[config.mk]
export PLATFORM = sky130hd
export DESIGN_NAME = wheel_pid_speed_odometer_core
export DESIGN_NICKNAME = d
export VERILOG_FILES = /design/src/hw/rtl/wpso_pkg.sv /design/src/hw/rtl/wheel_pid_speed_odometer_core.sv /design/src/hw/rtl/wpso_ctrl.sv /design/src/hw/rtl/wpso_dp.sv
export SDC_FILE = /design/constraint.sdc
export NUM_CORES = 2
export LEC_CHECK = 0
export BUFFER_PORTS_ARGS = -buffer_cell sky130_fd_sc_hd__buf_2
export CAP_MARGIN = 20
export CELL_PAD_IN_SITES_DETAIL_PLACEMENT = 0
export CELL_PAD_IN_SITES_GLOBAL_PLACEMENT = 1
export CORE_ASPECT_RATIO = 0.9
export CORE_MARGIN = 4
export CORE_UTILIZATION = 30
export CTS_BUF_LIST = sky130_fd_sc_hd__clkbuf_8
export CTS_CLUSTER_DIAMETER = 120
export DETAILED_ROUTE_END_ITERATION = 8
export GPL_TIMING_DRIVEN = 0
export PLACE_DENSITY = 0.61
export SLEW_MARGIN = 15
export SYNTH_ARGS = -nofsm -noshare
export SYNTH_HDL_FRONTEND = slang
export SYNTH_SLANG_ARGS = --single-unit
[constraint.sdc]
create_clock -name clk_i -period 20.8 [get_ports clk_i]
set_clock_uncertainty 0.15 [all_clocks]
set_input_delay 1.04 -clock clk_i [delete_from_list [all_inputs] [get_ports clk_i]]
set_output_delay 1.04 -clock clk_i [all_outputs]
set_load 0.02 [all_outputs]
[src/hw/rtl/wpso_pkg.sv]
// Shared types and constants for the wheel PID speed and odometry core.
package wpso_pkg;

  localparam int unsigned PwmFullScale = 10000;
  localparam int unsigned WheelCount   = 2;

  localparam logic [1:0] ModeRelease  = 2'd0;
  localparam logic [1:0] ModeBrake    = 2'd1;
  localparam logic [1:0] ModeForward  = 2'd2;
  localparam logic [1:0] ModeBackward = 2'd3;

  localparam logic [2:0] RegPropGain  = 3'd0;
  localparam logic [2:0] RegIntegGain = 3'd1;
  localparam logic [2:0] RegDerivGain = 3'd2;
  localparam logic [2:0] RegMmPerTick = 3'd3;

  // Divider: 46-bit dividend (36-bit distance times 1000) by 16-bit duration.
  localparam int unsigned DivBits = 46;

  typedef struct packed {
    logic       start;
    logic       div_step;
    logic       odo;
    logic       mul_step;
    logic [1:0] mul_sel;
    logic       pid_prep;
    logic       finish;
  } wpso_cmd_t;

  typedef struct packed {
    logic div_last;
  } wpso_sts_t;

endpackage

[src/hw/rtl/wheel_pid_speed_odometer_core.sv]
// Top level: stream ports, APB register file, controller and datapath.
// One tick per wheel: an item passes through the bit-serial speed divider, then
// odometry, PID prep and three multiply-accumulate steps on one shared gain multiplier;
// one item is in work at a time, and the next is accepted once the previous result has
// moved to the output register.
module wheel_pid_speed_odometer_core (
  input  logic        clk_i,
  input  logic        rst_ni,
  input  logic        psel,
  input  logic        penable,
  input  logic        pwrite,
  input  logic [3:0]  paddr,
  input  logic [31:0] pwdata,
  output logic [31:0] prdata,
  output logic        pready,
  input  logic        s_axis_tvalid,
  output logic        s_axis_tready,
  input  logic [47:0] s_axis_tdata,  // target_speed, encoder_ticks, duration_ms
  input  logic        s_axis_tuser,  // wheel
  output logic        m_axis_tvalid,
  input  logic        m_axis_tready,
  output logic [127:0] m_axis_tdata, // drive_mode, duty, pwm_compare, measured_speed,
                                     // distance_mm, total_ticks, zero fill
  output logic        m_axis_tuser   // wheel_out
);
  import wpso_pkg::*;

  logic [15:0] prop_q, integ_q, deriv_q;
  logic [19:0] mmpt_q;
  logic [2:0]  ridx;
  assign ridx   = paddr[3:2] == 2'd0 ? RegPropGain : {1'b0, paddr[3:2]};
  assign pready = 1'b1;

  always_ff @(posedge clk_i or negedge rst_ni) begin
    if (!rst_ni) begin
      prop_q  <= 16'd2995;
      integ_q <= 16'd282;
      deriv_q <= 16'd0;
      mmpt_q  <= 20'd65536;
    end else if (psel && penable && pwrite) begin
      unique case (ridx)
        RegPropGain:  prop_q  <= pwdata[15:0];
        RegIntegGain: integ_q <= pwdata[15:0];
        RegDerivGain: deriv_q <= pwdata[15:0];
        RegMmPerTick: mmpt_q  <= pwdata[19:0];
        default: ;
      endcase
    end
  end

  always_comb begin
    unique case (ridx)
      RegPropGain:  prdata = {16'd0, prop_q};
      RegIntegGain: prdata = {16'd0, integ_q};
      RegDerivGain: prdata = {16'd0, deriv_q};
      RegMmPerTick: prdata = {12'd0, mmpt_q};
      default:      prdata = '0;
    endcase
  end

  wpso_cmd_t cmd;
  wpso_sts_t sts;
  logic      busy;
  logic      ovalid_q;
  logic      out_free;
  assign out_free      = !ovalid_q || m_axis_tready;
  assign s_axis_tready = !busy;

  wpso_ctrl u_ctrl (
    .clk_i, .rst_ni,
    .req_i      (s_axis_tvalid),
    .sts_i      (sts),
    .out_free_i (out_free),
    .busy_o     (busy),
    .cmd_o      (cmd)
  );

  logic [1:0]  mode;
  logic [13:0] duty, cmp;
  logic [31:0] spd, dist_mm, tix;

  wpso_dp u_dp (
    .clk_i, .rst_ni,
    .cmd_i            (cmd),
    .sts_o            (sts),
    .prop_gain_i      (prop_q),
    .integ_gain_i     (integ_q),
    .deriv_gain_i     (deriv_q),
    .mm_per_tick_i    (mmpt_q),
    .wheel_i          (s_axis_tuser),
    .target_speed_i   (s_axis_tdata[15:0]),
    .encoder_ticks_i  (s_axis_tdata[31:16]),
    .duration_ms_i    (s_axis_tdata[47:32]),
    .wheel_o          (m_axis_tuser),
    .drive_mode_o     (mode),
    .duty_o           (duty),
    .pwm_compare_o    (cmp),
    .measured_speed_o (spd),
    .distance_mm_o    (dist_mm),
    .total_ticks_o    (tix)
  );

  assign m_axis_tdata  = {2'b00, tix, dist_mm, spd, cmp, duty, mode};
  assign m_axis_tvalid = ovalid_q;

  always_ff @(posedge clk_i or negedge rst_ni) begin
    if (!rst_ni)          ovalid_q <= 1'b0;
    else if (cmd.finish)  ovalid_q <= 1'b1;
    else if (m_axis_tready) ovalid_q <= 1'b0;
  end
endmodule

[src/hw/rtl/wpso_ctrl.sv]
// Sequencer for one control tick: divide, odometry, PID prep, three multiplies, output.
module wpso_ctrl (
  input  logic                clk_i,
  input  logic                rst_ni,
  input  logic                req_i,
  input  wpso_pkg::wpso_sts_t sts_i,
  input  logic                out_free_i,
  output logic                busy_o,
  output wpso_pkg::wpso_cmd_t cmd_o
);
  import wpso_pkg::*;

  typedef enum logic [7:0] {
    StIdle = 8'b0000_0001,
    StDiv  = 8'b0000_0010,
    StOdo  = 8'b0000_0100,
    StPrep = 8'b0000_1000,
    StMulP = 8'b0001_0000,
    StMulI = 8'b0010_0000,
    StMulD = 8'b0100_0000,
    StDone = 8'b1000_0000
  } state_e;

  state_e state_q, state_d;

  always_comb begin
    state_d = state_q;
    cmd_o   = '0;
    unique case (state_q)
      StIdle: begin
        if (req_i) begin
          cmd_o.start = 1'b1;
          state_d     = StDiv;
        end
      end
      StDiv: begin
        cmd_o.div_step = 1'b1;
        if (sts_i.div_last) state_d = StOdo;
      end
      StOdo: begin
        cmd_o.odo = 1'b1;
        state_d   = StPrep;
      end
      StPrep: begin
        cmd_o.pid_prep = 1'b1;
        state_d        = StMulP;
      end
      StMulP: begin
        cmd_o.mul_step = 1'b1;
        cmd_o.mul_sel  = 2'd0;
        state_d        = StMulI;
      end
      StMulI: begin
        cmd_o.mul_step = 1'b1;
        cmd_o.mul_sel  = 2'd1;
        state_d        = StMulD;
      end
      StMulD: begin
        cmd_o.mul_step = 1'b1;
        cmd_o.mul_sel  = 2'd2;
        state_d        = StDone;
      end
      StDone: begin
        if (out_free_i) begin
          cmd_o.finish = 1'b1;
          state_d      = StIdle;
        end
      end
      default: state_d = StIdle;
    endcase
  end

  assign busy_o = (state_q != StIdle);

  always_ff @(posedge clk_i or negedge rst_ni) begin
    if (!rst_ni) state_q <= StIdle;
    else         state_q <= state_d;
  end
endmodule

[src/hw/rtl/wpso_dp.sv]
// Datapath: per-wheel state, restoring divider, shared gain multiplier.
module wpso_dp (
  input  logic                clk_i,
  input  logic                rst_ni,
  input  wpso_pkg::wpso_cmd_t cmd_i,
  output wpso_pkg::wpso_sts_t sts_o,
  input  logic [15:0]         prop_gain_i,
  input  logic [15:0]         integ_gain_i,
  input  logic [15:0]         deriv_gain_i,
  input  logic [19:0]         mm_per_tick_i,
  input  logic                wheel_i,
  input  logic signed [15:0]  target_speed_i,
  input  logic [15:0]         encoder_ticks_i,
  input  logic [15:0]         duration_ms_i,
  output logic                wheel_o,
  output logic [1:0]          drive_mode_o,
  output logic [13:0]         duty_o,
  output logic [13:0]         pwm_compare_o,
  output logic signed [31:0]  measured_speed_o,
  output logic [31:0]         distance_mm_o,
  output logic [31:0]         total_ticks_o
);
  import wpso_pkg::*;

  localparam int unsigned WIdx = $clog2(WheelCount) > 0 ? $clog2(WheelCount) : 1;

  logic [1:0]         mode_q   [WheelCount];
  logic signed [31:0] lerr_q   [WheelCount];
  logic signed [39:0] esum_q   [WheelCount];
  logic [31:0]        speed_q  [WheelCount];
  logic [31:0]        trav_q   [WheelCount];
  logic [15:0]        frac_q   [WheelCount];
  logic [31:0]        ticks_q  [WheelCount];

  logic               w_q;
  logic signed [15:0] tgt_q;
  logic [15:0]        encoder_ticks_q;
  logic [35:0]        dist_q;
  logic [15:0]        dur_q;
  logic [DivBits-1:0] quo_q;
  logic [16:0]        rem_q;
  logic [5:0]         cnt_q;
  logic signed [33:0] err_q;
  logic signed [33:0] der_q;
  logic signed [39:0] sum_q;
  logic signed [59:0] acc_q;
  logic               run_q;
  logic [1:0]         mode_r_q;

  logic [WIdx-1:0] wi;
  assign wi = WIdx'(w_q);

  // dividend: distance times 1000, shifted in MSB first
  logic [DivBits-1:0] dvd;
  logic               dvd_lt;
  assign dvd    = DivBits'(dist_q) * DivBits'(1000);
  assign dvd_lt = {16'd0, dvd[DivBits-1]} < {1'b0, dur_q};

  logic [16:0] rem_sh;
  logic [16:0] rem_sub;
  assign rem_sh  = {rem_q[15:0], quo_q[DivBits-1]};
  assign rem_sub = rem_sh - {1'b0, dur_q};

  assign sts_o.div_last = (cnt_q == 6'(DivBits - 1));

  // quotient >> 8, saturated
  logic [37:0] q_sh;
  logic [31:0] spd_new;
  assign q_sh    = quo_q[DivBits-1:8];
  assign spd_new = (q_sh > 38'h7FFF_FFFF) ? 32'h7FFF_FFFF : q_sh[31:0];

  logic [36:0] tot;
  assign tot = {1'b0, dist_q} + 37'(frac_q[wi]);

  // PID prep from stored speed
  logic [15:0]        mag;
  logic               want_fwd;
  logic [1:0]         want;
  logic               hold;
  logic               clr;
  logic signed [33:0] err_n;
  logic signed [31:0] lerr_u;
  logic signed [39:0] esum_u;
  logic signed [40:0] s_raw;
  logic signed [39:0] s_sat;
  assign mag      = tgt_q[15] ? 16'(-tgt_q) : tgt_q;
  assign want_fwd = !tgt_q[15];
  assign want     = want_fwd ? ModeForward : ModeBackward;
  assign hold     = (want != mode_q[wi]) && (speed_q[wi] > 32'd256);
  assign clr      = (want != mode_q[wi]) && !hold;
  assign lerr_u   = clr ? 32'sd0 : lerr_q[wi];
  assign esum_u   = clr ? 40'sd0 : esum_q[wi];
  assign err_n    = $signed({10'd0, mag, 8'h00}) - $signed({2'b00, speed_q[wi]});
  assign s_raw    = 41'(esum_u) + 41'(err_n);
  always_comb begin
    if (s_raw > 41'sh07F_FFFF_FFFF)       s_sat = 40'sh7F_FFFF_FFFF;
    else if (s_raw < -41'sh080_0000_0000) s_sat = 40'sh80_0000_0000;
    else                                  s_sat = s_raw[39:0];
  end

  // one gain multiply per cycle
  logic signed [16:0] gain;
  logic signed [39:0] opnd;
  logic signed [59:0] prod;
  always_comb begin
    unique case (cmd_i.mul_sel)
      2'd0:    begin gain = $signed({1'b0, prop_gain_i});  opnd = 40'(err_q); end
      2'd1:    begin gain = $signed({1'b0, integ_gain_i}); opnd = sum_q;      end
      default: begin gain = $signed({1'b0, deriv_gain_i}); opnd = 40'(der_q); end
    endcase
  end
  assign prod = 60'(gain) * 60'(opnd);

  logic [13:0] duty_n;
  logic [43:0] whole;
  assign whole = acc_q[59:16];
  always_comb begin
    if (!run_q || acc_q <= 60'sd0)             duty_n = '0;
    else if (whole > 44'(PwmFullScale))        duty_n = 14'(PwmFullScale);
    else                                       duty_n = whole[13:0];
  end

  always_ff @(posedge clk_i or negedge rst_ni) begin
    if (!rst_ni) begin
      for (int i = 0; i < WheelCount; i++) begin
        mode_q[i]  <= ModeRelease;
        lerr_q[i]  <= '0;
        esum_q[i]  <= '0;
        speed_q[i] <= '0;
        trav_q[i]  <= '0;
        frac_q[i]  <= '0;
        ticks_q[i] <= '0;
      end
    end else begin
      if (cmd_i.odo) begin
        speed_q[wi] <= spd_new;
        trav_q[wi]  <= trav_q[wi] + 32'(tot[36:16]);
        frac_q[wi]  <= tot[15:0];
        ticks_q[wi] <= ticks_q[wi] + 32'(encoder_ticks_q);
      end
      if (cmd_i.pid_prep && tgt_q != 16'sd0) begin
        if (hold) begin
          mode_q[wi] <= ModeBrake;
        end else begin
          mode_q[wi] <= want;
          lerr_q[wi] <= err_n[31:0];
          esum_q[wi] <= s_sat;
        end
      end else if (cmd_i.pid_prep) begin
        mode_q[wi] <= ModeBrake;
      end
    end
  end

  always_ff @(posedge clk_i) begin
    if (cmd_i.start) begin
      w_q             <= wheel_i;
      tgt_q           <= target_speed_i;
      encoder_ticks_q <= encoder_ticks_i;
      dist_q          <= 36'(encoder_ticks_i) * 36'(mm_per_tick_i);
      dur_q           <= (duration_ms_i == 16'd0) ? 16'd1 : duration_ms_i;
      cnt_q           <= '0;
      rem_q           <= '0;
    end
    if (cmd_i.div_step) begin
      // first step loads the dividend, shifting as it goes
      if (cnt_q == 6'd0) begin
        rem_q <= dvd_lt ? {16'd0, dvd[DivBits-1]}
                        : 17'({16'd0, dvd[DivBits-1]} - {1'b0, dur_q});
        quo_q <= {dvd[DivBits-2:0], ~dvd_lt};
      end else begin
        rem_q <= rem_sub[16] ? rem_sh : rem_sub;
        quo_q <= {quo_q[DivBits-2:0], ~rem_sub[16]};
      end
      cnt_q <= cnt_q + 6'd1;
    end
    if (cmd_i.pid_prep) begin
      run_q    <= (tgt_q != 16'sd0) && !hold;
      mode_r_q <= (tgt_q == 16'sd0 || hold) ? ModeBrake : want;
      err_q    <= err_n;
      der_q    <= err_n - 34'(lerr_u);
      sum_q    <= s_sat;
      acc_q    <= '0;
    end
    if (cmd_i.mul_step) acc_q <= acc_q + prod;
    if (cmd_i.finish) begin
      wheel_o          <= w_q;
      drive_mode_o     <= mode_r_q;
      duty_o           <= duty_n;
      pwm_compare_o    <= 14'(PwmFullScale) - duty_n;
      measured_speed_o <= tgt_q[15] ? -$signed(speed_q[wi]) : $signed(speed_q[wi]);
      distance_mm_o    <= trav_q[wi];
      total_ticks_o    <= ticks_q[wi];
    end
  end
endmodule
==> summary.md <==
| Metric | Value |
|---|---|
| Final hold vios | 0 |
| Clock sink count | between 800 and 900 |
| Critical Path Sink Type | register |
| Most frequent cell after synthesis | nand2_1 |
| Final setup viols | 0 |
| Antenna viol nets, final | 0 |
| Setup repair bufs after CTS | 0 |
| Nets | around 11000 |
| Sequential area share after synthesis | 0.289 |
| CTS tree | built |
| Top cells by area, synth | fa_1, edfxtp_1, dfrtp_1 |
| R2R depth | between 40 and 50 |
| Syn Inst Count | 8605 |
| DRC viols | 0 |
| Status | finished clean |
| GPL Wtd Cong | between 0.9 and 1 |
| Hold path depth | 1 |
| Worst Path Max Fanout | 10 |
| Die X | around 570 um |
| Vias per cell | approximately 4.9 |
| Global-route wire length before repair | between 400000 and 500000 um |
| Synth Warn # | 0 |
| Max clock buf depth | 4 |
| Final TNS setup | 0 ps |
| Number of flops mapped to enable cells by yosys | around 450 |
| Top cells by count, synth | nand2_1, inv_1, fa_1, nor2_1, ha_1 |
| Initial antenna violation count | 26 |
| CP max stage delay | roughly 700 ps |
| Detailed Route WL | 281000 um |
| Die Height | slightly above 500 um |
| Core Rows | about 190 |
| Post-synth design cell area | 85500 um2 |
| Post-synth ARST share | 0.500 |
| Crit path top cell by count | fa_1 |
| Hpwl dp | between 200000 and 250000 um |
| Routed len/inst | 21.7 um |
| Post-synth cell types | between 80 and 90 |
| Gr usage total | 0.191 |
| Share of the synthesized area in the top cell type | 0.232 |
| Port bufs | roughly 220 |
| Arrival @ worst endpoint | roughly 16000 ps |
| DR vias | 64000 |
| Fraction of layout cells with a size suffix above 1 | 0.111 |
| Final worst path period need | approximately 15000 ps |
| RSZ-0062 raised after global routing | no |
| I/O pins | about 260 |
| Max_cap viols | 0 |
| Core area | between 200000 and 300000 um2 |
| Die area | about 290000 um2 |
| Worst path slowest cell | clkbuf_1 |
| Worst setup path class | reg2reg |
| Rel. slew slack | 0.210 |
| Worst r2r dst | u_dp.acc_q[59] |
| Worst Hold End | u_dp.tgt_q[4] |
| Starting Density | 0.302 |
| Pin count of the biggest net entering global routing | between 100 and 150 |
| Final instance area | about 96000 um2 |
| Reg2Reg Setup Slack | between 5000 and 6000 ps |
| Slew Limit Fails | 0 |
| Number of DRC markers in iteration 0 | between 4000 and 5000 |
| #FFs+latches synth | between 800 and 900 |
| Root Driver | clkbuf_8 |
| Synth area leader | fa_1 |
| CTS Buf Count | 172 |
| Area grow syn2layout | 11.8% |
| Insertion delay to the later sink of the worst-skew pair | between 900 and 1000 ps |
| Worst hold path class | in2reg |
| Number of global-route vias before repair | around 66000 |
| Req. time, crit path | about 21000 ps |
| CTS clk-pin slew, worst paths | around 70 ps |
| Startpoint types | register |
| Placed Area | 92000 um2 |
| Hold Crit Start | s_axis_tdata[4] |
| Top FF cell, synth | edfxtp_1 |
| Reg2Reg Launch Point | u_ctrl.state_q[2] |
| Fmax | around 65 MHz |
| Fillcell total | 29100 |
| H-tree lvl count | 4 |
| Gr ovfl total | 0 |
| Syn avg cell area | 9.94 um2 |
| Slew @ Worst Pin | ~1200 ps |
| Part of the cycle the worst path needs | 0.734 |
| First-pass iteration count of the detailed router | 5 |
[stage by stage]
step / util / hold slack (ps) / cells / setup slack [ps]
after floorplan: - / 250 / 8618 / 9660
after global placement: 0.323 / 286 / 12600 / 3100
after detailed placement: 0.325 / 266 / 12600 / 5860
after CTS: 0.338 / 11.0 / 12900 / 5880
after global routing: 0.338 / 41.6 / 12900 / 5110
final: 0.338 / 118 / 13000 / 5530
[cells by family after synthesis]
family	count (synthesis)	synth area share
buffers and inverters	1499	0.0675
and+or+nand+nor	2448	0.126
AOI/OAI and AO/OA	1323	0.0989
muxes	447	0.0597
DFF	898	0.289
other	2	0.0000878
adders and majority gates	1556	0.315
xor gates and xnor gates	432	0.0442
[cell usage in the layout (no fill, tap or decap), types with 40 or more instances in the layout]
master and count:
nand3_1 77, nor3_1 95, nor2_1 618, xnor2_1 261, nor2b_1 40, mux2_2 335, buf_4 43, xor2_1 168
clkbuf_1 294, edfxtp_1 449, and2_1 165, fa_1 992, dfrtp_1 435, ha_1 564, o22a_1 46, o21ai_0 335
a21o_1 160, buf_2 263, clkbuf_8 186, a21oi_1 317, and3_1 54, o21a_1 90, a211oi_1 44, nand2b_1 49
mux2i_1 95, o21bai_1 56, inv_1 1188, nand2_1 1159
[metal layers]
metal / vias up / global-route usage / part of all wire
li1: 29300 / - / -
met1: 32700 / 0.268 / 0.46
met2: 1689 / 0.305 / 0.46
met3: 323 / 0.0335 / 0.060
met4: 6 / 0.0429 / 0.023
met5: - / 0 / 0.00011
[cell type report]
cell class                      count  area, um2  share of cell area
Tap cell                         3740       4680              0.0489
Clock inverter                    124        961              0.0100
Clock buffer                      186       2560              0.0268
Antenna cell                       10       25.0            0.000262
Multi-Input combinational cell   6221      55100               0.577
Sequential cell                   898      24700               0.259
Buffer                            365       1520              0.0159
Inverter                         1134       4260              0.0445
Timing Repair Buffer              276       1760              0.0184
[sequential cells by signal (all words and copies together) (netlist names), 32 cells and up]
name	cells
u_dp.acc_q	60
u_dp.der_q	34
u_dp.dist_q	36
u_dp.distance_mm_o	32
u_dp.err_q	33
u_dp.esum_q	80
u_dp.frac_q	32
u_dp.lerr_q	64
u_dp.measured_speed_o	32
u_dp.quo_q	46
u_dp.speed_q	64
u_dp.sum_q	40
u_dp.ticks_q	64
u_dp.total_ticks_o	32
u_dp.trav_q	64
[timing repair]
item                                   in CTS  in global routing
endpoints found under the hold margin      73                  0
gates resized for setup                     0                  0
hold buffers                                1                  0
[worst max-delay path, delay by kind of cell, from the launching register on]
| family | cells | cell delay (ps) |
|---|---|---|
| compound gates | 16 | 4720 |
| fa+ha+maj | 8 | 3580 |
| buf+inv | 10 | 2740 |
| flops | 1 | 440 |
| mux | 1 | 230 |
| simple gates | 10 | 3170 |
[worst max-delay path by stage]
| stage | from | endpoint | slack [ps] | cells past startpoint |
|---|---|---|---|---|
| 2_1_floorplan | u_ctrl.state_q[4] | u_dp.acc_q[0] | 9660 | 4 |
| 3_3_place_gp | u_ctrl.state_q[5] | u_dp.acc_q[52] | 3100 | 4 |
| 3_5_place_dp | u_ctrl.state_q[2] | u_dp.acc_q[59] | 5860 | 45 |
| 4_1_cts | u_ctrl.state_q[2] | u_dp.acc_q[59] | 5880 | 45 |
| 5_1_grt | u_ctrl.state_q[2] | u_dp.acc_q[59] | 5110 | 45 |
| 6_report | u_ctrl.state_q[2] | u_dp.acc_q[59] | 5530 | 45 |
Power is left out: the tool's default activity adds up to more than one toggle a clock period on the data nets, which glitch-free logic cannot reach.
